===== src/rtl/core/ipe_pkg.sv =====
package ipe_pkg;

  localparam int PART_W        = 6;
  localparam int REST_W        = 7;
  localparam int BEAT_W        = 8;
  localparam int MAX_TOTAL_DEF = 32;

  localparam logic OP_START = 1'b0;
  localparam logic OP_NEXT  = 1'b1;

  typedef struct packed {
    logic [REST_W-1:0] a;
    logic [REST_W-1:0] b;
  } alu_req_t;

  typedef struct packed {
    logic [REST_W-1:0] diff;
    logic              gt;
  } alu_rsp_t;

endpackage


===== src/rtl/core/integer_partition_enumerator.sv =====
// start: parts go out in order through emit read, emit wait and hold, each held until taken
// next: walk past trailing ones, lower the last larger part, rewrite the parts after it, then as start
// one item at a time; ready only between items, set by the sequencer and its one-read one-write ram
// exhausted: in the cycle after a refused beat; past the final partition, once the walk reaches part zero
// synchronous active-high reset: nothing started, top index zero, no output pending
// part store is not cleared by reset; entries are always written before they are read
module integer_partition_enumerator #(
  parameter int MAX_TOTAL = ipe_pkg::MAX_TOTAL_DEF
) (
  input  logic                       clk,
  input  logic                       rst,
  input  logic                       s_axis_tvalid,
  output logic                       s_axis_tready,
  input  logic [ipe_pkg::BEAT_W-1:0] s_axis_tdata,   // total
  input  logic [0:0]                 s_axis_tuser,   // operation
  output logic                       m_axis_tvalid,
  input  logic                       m_axis_tready,
  output logic [ipe_pkg::BEAT_W-1:0] m_axis_tdata,   // part_value
  output logic                       m_axis_tlast,
  output logic [1:0]                 m_axis_tuser    // final_partition, exhausted
);

  localparam int IDX_W = $clog2(MAX_TOTAL);

  logic                       mem_we;
  logic [IDX_W-1:0]           mem_waddr;
  logic [ipe_pkg::PART_W-1:0] mem_wdata;
  logic [IDX_W-1:0]           mem_raddr;
  logic [ipe_pkg::PART_W-1:0] mem_rdata;
  ipe_pkg::alu_req_t          alu_req;
  ipe_pkg::alu_rsp_t          alu_rsp;
  logic [ipe_pkg::PART_W-1:0] out_part;
  logic                       out_fin;
  logic                       out_exh;

  ipe_seq #(
    .MAX_TOTAL(MAX_TOTAL),
    .IDX_W    (IDX_W)
  ) u_seq (
    .clk      (clk),
    .rst      (rst),
    .in_valid (s_axis_tvalid),
    .in_ready (s_axis_tready),
    .in_op    (s_axis_tuser[0]),
    .in_total (s_axis_tdata[ipe_pkg::PART_W-1:0]),
    .out_valid(m_axis_tvalid),
    .out_ready(m_axis_tready),
    .out_part (out_part),
    .out_last (m_axis_tlast),
    .out_fin  (out_fin),
    .out_exh  (out_exh),
    .mem_we   (mem_we),
    .mem_waddr(mem_waddr),
    .mem_wdata(mem_wdata),
    .mem_raddr(mem_raddr),
    .mem_rdata(mem_rdata),
    .alu_req  (alu_req),
    .alu_rsp  (alu_rsp)
  );

  ipe_alu u_alu (
    .req(alu_req),
    .rsp(alu_rsp)
  );

  ipe_ram #(
    .WIDTH(ipe_pkg::PART_W),
    .DEPTH(MAX_TOTAL),
    .AW   (IDX_W)
  ) u_ram (
    .clk  (clk),
    .we   (mem_we),
    .waddr(mem_waddr),
    .wdata(mem_wdata),
    .raddr(mem_raddr),
    .rdata(mem_rdata)
  );

  assign m_axis_tdata = ipe_pkg::BEAT_W'(out_part);
  assign m_axis_tuser = {out_exh, out_fin};

endmodule


===== src/rtl/core/ipe_ram.sv =====
module ipe_ram #(
  parameter int WIDTH = 8,
  parameter int DEPTH = 32,
  parameter int AW    = $clog2(DEPTH)
) (
  input  logic             clk,
  input  logic             we,
  input  logic [AW-1:0]    waddr,
  input  logic [WIDTH-1:0] wdata,
  input  logic [AW-1:0]    raddr,
  output logic [WIDTH-1:0] rdata
);

  logic [WIDTH-1:0] mem [DEPTH];

  always_ff @(posedge clk) begin
    if (we) begin
      mem[waddr] <= wdata;
    end
    rdata <= mem[raddr];
  end

endmodule


===== src/rtl/core/ipe_alu.sv =====
module ipe_alu (
  input  ipe_pkg::alu_req_t req,
  output ipe_pkg::alu_rsp_t rsp
);

  always_comb begin
    rsp.diff = req.a - req.b;
    rsp.gt   = (req.a > req.b);
  end

endmodule


===== src/rtl/core/ipe_seq.sv =====
module ipe_seq #(
  parameter int MAX_TOTAL = ipe_pkg::MAX_TOTAL_DEF,
  parameter int IDX_W     = $clog2(MAX_TOTAL)
) (
  input  logic                       clk,
  input  logic                       rst,
  input  logic                       in_valid,
  output logic                       in_ready,
  input  logic                       in_op,
  input  logic [ipe_pkg::PART_W-1:0] in_total,
  output logic                       out_valid,
  input  logic                       out_ready,
  output logic [ipe_pkg::PART_W-1:0] out_part,
  output logic                       out_last,
  output logic                       out_fin,
  output logic                       out_exh,
  output logic                       mem_we,
  output logic [IDX_W-1:0]           mem_waddr,
  output logic [ipe_pkg::PART_W-1:0] mem_wdata,
  output logic [IDX_W-1:0]           mem_raddr,
  input  logic [ipe_pkg::PART_W-1:0] mem_rdata,
  output ipe_pkg::alu_req_t          alu_req,
  input  ipe_pkg::alu_rsp_t          alu_rsp
);

  typedef enum logic [2:0] {
    S_IDLE, S_WALK_RD, S_WALK_CHK, S_DEC, S_SPREAD, S_EMIT_RD, S_EMIT_WAIT, S_HOLD
  } state_t;

  state_t                       state;
  logic                         running;
  logic [IDX_W-1:0]             top;
  logic [IDX_W-1:0]             k;
  logic [IDX_W-1:0]             idx;
  logic [ipe_pkg::REST_W-1:0]   rest;
  logic [ipe_pkg::PART_W-1:0]   cur;
  logic                         fin;
  logic                         out_done;

  logic                         total_ok;
  logic                         k_at_max;
  logic                         go_exh;

  assign in_ready = (state == S_IDLE);
  assign total_ok = (in_total != '0) &&
                    ({1'b0, in_total} <= ipe_pkg::REST_W'(MAX_TOTAL));
  assign k_at_max = (k == IDX_W'(MAX_TOTAL - 1));

  always_comb begin
    mem_we      = 1'b0;
    mem_waddr   = k;
    mem_wdata   = cur;
    mem_raddr   = k;
    alu_req.a   = rest;
    alu_req.b   = {1'b0, cur};
    go_exh      = 1'b0;
    case (state)
      S_IDLE: begin
        mem_waddr = '0;
        mem_wdata = in_total;
        mem_we    = in_valid && (in_op == ipe_pkg::OP_START) && total_ok;
        if (in_valid) begin
          go_exh = (in_op == ipe_pkg::OP_START) ? !total_ok : !running;
        end
      end
      S_WALK_CHK: begin
        go_exh = ((mem_rdata == ipe_pkg::PART_W'(1)) && (k == '0)) || (mem_rdata == '0);
      end
      S_DEC: begin
        alu_req.a = {1'b0, cur};
        alu_req.b = ipe_pkg::REST_W'(1);
        mem_we    = 1'b1;
        mem_wdata = alu_rsp.diff[ipe_pkg::PART_W-1:0];
      end
      S_SPREAD: begin
        mem_waddr = k + IDX_W'(1);
        if (alu_rsp.gt) begin
          go_exh    = k_at_max || (cur == '0);
          mem_we    = !go_exh;
          mem_wdata = cur;
        end else begin
          go_exh    = k_at_max;
          mem_we    = !go_exh;
          mem_wdata = rest[ipe_pkg::PART_W-1:0];
        end
      end
      S_EMIT_RD: begin
        mem_raddr = idx;
      end
      default: begin
      end
    endcase
  end

  always_ff @(posedge clk) begin
    if (rst) begin
      state     <= S_IDLE;
      running   <= 1'b0;
      top       <= '0;
      out_valid <= 1'b0;
    end else if (go_exh) begin
      running   <= 1'b0;
      out_valid <= 1'b1;
      out_part  <= '0;
      out_last  <= 1'b0;
      out_fin   <= 1'b0;
      out_exh   <= 1'b1;
      out_done  <= 1'b1;
      state     <= S_HOLD;
    end else begin
      case (state)
        S_IDLE: begin
          rest <= '0;
          k    <= top;
          idx  <= '0;
          if (in_valid) begin
            if (in_op == ipe_pkg::OP_START) begin
              running <= 1'b1;
              top     <= '0;
              state   <= S_EMIT_RD;
            end else begin
              state <= S_WALK_RD;
            end
          end
        end
        S_WALK_RD: begin
          state <= S_WALK_CHK;
        end
        S_WALK_CHK: begin
          if (mem_rdata == ipe_pkg::PART_W'(1)) begin
            rest  <= rest + ipe_pkg::REST_W'(1);
            k     <= k - IDX_W'(1);
            state <= S_WALK_RD;
          end else begin
            cur   <= mem_rdata;
            state <= S_DEC;
          end
        end
        S_DEC: begin
          cur   <= alu_rsp.diff[ipe_pkg::PART_W-1:0];
          rest  <= rest + ipe_pkg::REST_W'(1);
          state <= S_SPREAD;
        end
        S_SPREAD: begin
          if (alu_rsp.gt) begin
            rest <= alu_rsp.diff;
            k    <= k + IDX_W'(1);
          end else begin
            top   <= k + IDX_W'(1);
            idx   <= '0;
            state <= S_EMIT_RD;
          end
        end
        S_EMIT_RD: begin
          state <= S_EMIT_WAIT;
        end
        S_EMIT_WAIT: begin
          out_valid <= 1'b1;
          out_part  <= mem_rdata;
          out_last  <= (idx == top);
          out_done  <= (idx == top);
          out_exh   <= 1'b0;
          if (idx == '0) begin
            fin     <= (mem_rdata == ipe_pkg::PART_W'(1));
            out_fin <= (mem_rdata == ipe_pkg::PART_W'(1));
          end else begin
            out_fin <= fin;
          end
          state <= S_HOLD;
        end
        S_HOLD: begin
          if (out_ready) begin
            out_valid <= 1'b0;
            if (out_done) begin
              state <= S_IDLE;
            end else begin
              idx   <= idx + IDX_W'(1);
              state <= S_EMIT_RD;
            end
          end
        end
        default: begin
          state <= S_IDLE;
        end
      endcase
    end
  end

endmodule


===== config.mk =====
export PLATFORM = sky130hd
export DESIGN_NAME = integer_partition_enumerator
export DESIGN_NICKNAME = d
export VERILOG_FILES = /design/src/rtl/core/ipe_pkg.sv /design/src/rtl/core/integer_partition_enumerator.sv /design/src/rtl/core/ipe_ram.sv /design/src/rtl/core/ipe_alu.sv /design/src/rtl/core/ipe_seq.sv
export SDC_FILE = /design/constraint.sdc
export NUM_CORES = 1
export LEC_CHECK = 0
export CORE_MARGIN = 2
export CORE_UTILIZATION = 60
export DETAILED_ROUTE_END_ITERATION = 10
export DONT_BUFFER_PORTS = 1
export HOLD_SLACK_MARGIN = 0.03
export PLACE_DENSITY = 0.78
export REMOVE_ABC_BUFFERS = 1
export SLEW_MARGIN = 15
export SYNTH_ARGS = -nofsm -noshare
export SYNTH_HDL_FRONTEND = slang
export SYNTH_SLANG_ARGS = --single-unit

===== constraint.sdc =====
create_clock -name clk -period 5.7 [get_ports clk]
set_input_delay 0.57 -clock clk [delete_from_list [all_inputs] [get_ports clk]]
set_output_delay 0.57 -clock clk [all_outputs]
set_load 0.01 [all_outputs]

==> summary.txt <==
Yosys
  • Sequential element share of the synthesized area: 0.6243
  • Number of library cell types mapped by synthesis: 69
  • Post-synth EDFFs: 226
  • Synth Instances: 962
  • Synthesized cell area: 11,380 sq um
  • Mean post-synth cell area: 11.83 sq um
  • Register bit total from synthesis: 242
  • Warning count from the yosys run: 0
  • Ys flop type: edfxtp_1
  • Async S/R FF share, synth: 0

Critical path
  • Worst R2R Setup Slack: 1.45 ns
  • Worst-path fanout max: 22
  • Critical path arrival: 4.51 ns
  • Slowest cell on crit path: a221oi_4
  • CP bufs+invs: 2
  • Worst reg2reg endpoint: u_ram.mem[26][3]
  • CP most frequent cell: nand2_1
  • Worst EP required: 5.96 ns
  • CP Cell Sequence: buf_4, nand2_1, nor2_1, nand2_1, nand2_1, ha_1, and3_1, a21boi_0, o31a_1, o21bai_1, a221oi_4, buf_4, nor2_1
  • Worst Reg2Reg Path Length in Cells: 13
  • Crit. End Element: flip-flop
  • Startpoint types: flip-flop
  • CP peak stage delay: 0.75 ns
  • CP Class: reg2reg
  • Reg2Reg Launch Point: u_seq.state[0]
  • Crit-path leading delay family: compound AO/OA/AOI/OAI gates

Power and ir drop
  • PwrDens: 554.9 nW/um^2
  • P_leak: 4.256 nW
  • Worst IR drop on VDD: 0.2956 mV

Placement
  • RePlAce Congestion: 0.9407
  • Number of port buffers: 0
  • Post-DP HPWL: 18,170 um
  • Placed Cells: 1,165

STA
  • Final Skew: 0.01167 ns
  • Worst-margin pin slew: 0.9420 ns
  • RSZ-0062 raised after global routing: false
  • Slew Limit Headroom: 0.3697
  • Min Tclk post-route: 4.253 ns
  • Fmax: 235.1 MHz
  • Setup TNS Final: 0 ns
  • Count of final hold-check violations: 0
  • Final setup vio count: 0
  • Final worst-path cycle share: 0.7462
  • Final Max Tran Viols: 0

Clocking
  • Post_cts resized: 0
  • Max H-tree Level: 1
  • Root Buffer: clkbuf_16
  • Hold_buf cts: 0
  • Total CTS buffers: 25
  • Worst-Skew Late Latency: 0.54 ns
  • Clk slew on worst S/H paths: 0.06 ns
  • Setup bufs post-CTS: 0
  • Clk buf depth: 3
  • CTS sink count: 242
  • CTS tree: built

Detailed routing
  • DR WL/cell: 22.86 um
  • Average via count per standard cell: 6.502
  • Drt drc: 0
  • Routed Antenna Nets: 0
  • DRT Pass-1 Iters: 6
  • DRT iter0 DRCs: 1,070
  • Final wirelength: 27,690 um
  • DR vias: 7,874

Hold path
  • Worst Hold End: u_seq.top[3]
  • Worst Hold Class: in2reg
  • HP Start: rst
  • WHS Path Cells: 1

Floorplan
  • # rows: 50
  • Initial Util: 0.6106
  • Die area: 20,090 sq um
  • Height of the die: 141.7 um
  • I/O pin cnt: 26
  • Core Area: 18,640 sq um
  • Chip Width: 141.7 um

Global route
  • Total global routing overflow: 0
  • Vias in the first global route: 7,480
  • First-pass GRT wire length: 42,190 um
  • Total GRT Usage: 0.2762
  • Largest net degree at the start of global routing: 69
  • Initial antenna violation count: 0

Run
  • Max Cap Viol: 0

Final layout
  • # nets final: 985
  • Number of antenna diodes: 0
  • Fraction of layout cells with a size suffix above 1: 0.1167
  • Non-filler cells, final: 1,211
  • Syn-to-layout area delta: 9.486%
  • Fill cells: 1,352
  • Most common cell after layout, fill and taps aside: edfxtp_1
  • Most frequent cells in the layout: edfxtp_1, nand2_1, nor2_1, mux2_2, nand3_1

Outcome
  • Run status: finished, final reports clean
==> worst max-delay path by stage <==
stage / start / end / slack (ns) / cells past startpoint
2_1_floorplan: u_seq.state[1] / u_ram.mem[0][0] / 0.54 / 11
3_3_place_gp: u_seq.state[0] / u_ram.mem[18][3] / 1.46 / 13
3_5_place_dp: u_seq.state[0] / u_ram.mem[4][3] / 1.53 / 13
4_1_cts: u_seq.state[0] / u_ram.mem[16][3] / 1.53 / 13
5_1_grt: u_seq.state[0] / u_ram.mem[26][1] / 1.17 / 13
6_report: u_seq.state[0] / u_ram.mem[26][3] / 1.45 / 13
==> metal layers <==
| metal | global-route usage | vias up | share of wire |
|---|---|---|---|
| li1 | - | 3571 | - |
| met1 | 0.3869 | 3773 | 0.41 |
| met2 | 0.4456 | 452 | 0.47 |
| met3 | 0.04759 | 78 | 0.095 |
| met4 | 0.08895 | 0 | 0.031 |
| met5 | 0 | - | 0 |
==> registers in the layout (all words and copies together), names as in the netlist <==
name and flops:
u_seq.fin 1, u_ram.mem 192, u_seq.out_last 1, u_seq.rest 7, u_seq.out_exh 1, u_seq.cur 6, u_seq.out_fin 1, u_seq.k 5
u_seq.top 5, u_seq.state 3, u_ram.rdata 6, u_seq.out_done 1, u_seq.running 1, u_seq.out_part 6, u_seq.out_valid 1, u_seq.idx 5
==> worst register-to-register path: stages, from the launching register on <==
cell and delay (ns):
dfxtp_1 0.30, buf_4 0.23, nand2_1 0.20, nor2_1 0.66, nand2_1 0.12, nand2_1 0.09, ha_1 0.19, and3_1 0.20
a21boi_0 0.35, o31a_1 0.26, o21bai_1 0.14, a221oi_4 0.75, buf_4 0.32, nor2_1 0.17
==> stage by stage <==
| step | worst slack [ns] | hold slack, ns | utilization | area (sq um) | total power, mW |
|---|---|---|---|---|---|
| final | 1.447 | 0.09940 | 0.6685 | 12460 | 6.915 |
| after global routing | 1.166 | 0.09071 | 0.6685 | 12460 | 7.186 |
| after CTS | 1.529 | 0.08875 | 0.6679 | 12450 | 6.852 |
| after detailed placement | 1.529 | 0.4675 | 0.6234 | 11620 | 5.212 |
| after global placement | 1.456 | 0.4509 | 0.6234 | 11620 | 5.172 |
| after floorplan | 0.5422 | 0.4415 | - | 11140 | 4.314 |
==> synthesized netlist by cell type (all sizes together) (4+ instances only) <==
cell type	number	area, sq um
edfxtp	226	6787
nand2	151	566.8
nor2	104	390.4
mux2	35	394.1
nand3	34	170.2
o21ai	31	155.2
o22ai	27	168.9
a21oi	26	130.1
clkbuf	26	97.59
buf	25	153.9
mux2i	25	275.3
and2	18	112.6
inv	17	63.81
dfxtp	16	320.3
nor3	15	75.07
nor4	15	93.84
ha	13	162.7
xor2	11	96.34
a211oi	9	67.56
a31oi	9	56.30
xnor2	9	78.83
and3	8	50.05
nand2b	8	50.05
nor2b	7	43.79
or3	7	43.79
o2111ai	6	52.55
a311o	5	50.05
a41oi	5	51.30
or2	5	31.28
or4	5	37.54
a21o	4	30.03
nand4	4	25.02
nor3b	4	30.03
o21a	4	30.03
==> cell families (layout without fill, tap and decap cells) <==
| kind of cell | after synthesis | in the layout | share of synthesized area |
|---|---|---|---|
| adder cells (fa/ha/maj) | 14 | 14 | 0.01605 |
| other | 1 | 2 | 0.0003294 |
| flip-flops | 242 | 242 | 0.6243 |
| multiplexers | 61 | 61 | 0.06078 |
| XOR/XNOR | 20 | 20 | 0.01539 |
| AO/OA/AOI/OAI | 159 | 159 | 0.09464 |
| AND/OR/NAND/NOR | 397 | 397 | 0.1608 |
| buffers and inverters | 68 | 82 | 0.02770 |
==> power breakdown <==
group,internal (mW),total (mW),switching (mW)
sequential,2.51,2.70,0.189
combinational,0.800,2.58,1.78
clock,0.952,1.64,0.688
==> area by class of cell <==
class / count / area, sq um / share of cell area
tap: 234 / 292.8 / 0.02349
clock inverter: 17 / 188.9 / 0.01516
sequential: 242 / 7107 / 0.5702
multi-input combinational: 653 / 4028 / 0.3232
inverter: 17 / 63.81 / 0.005120
clock buffer: 29 / 640.6 / 0.05140
timing repair buffer: 19 / 142.6 / 0.01144
Power figures use the tool's default switching activity.
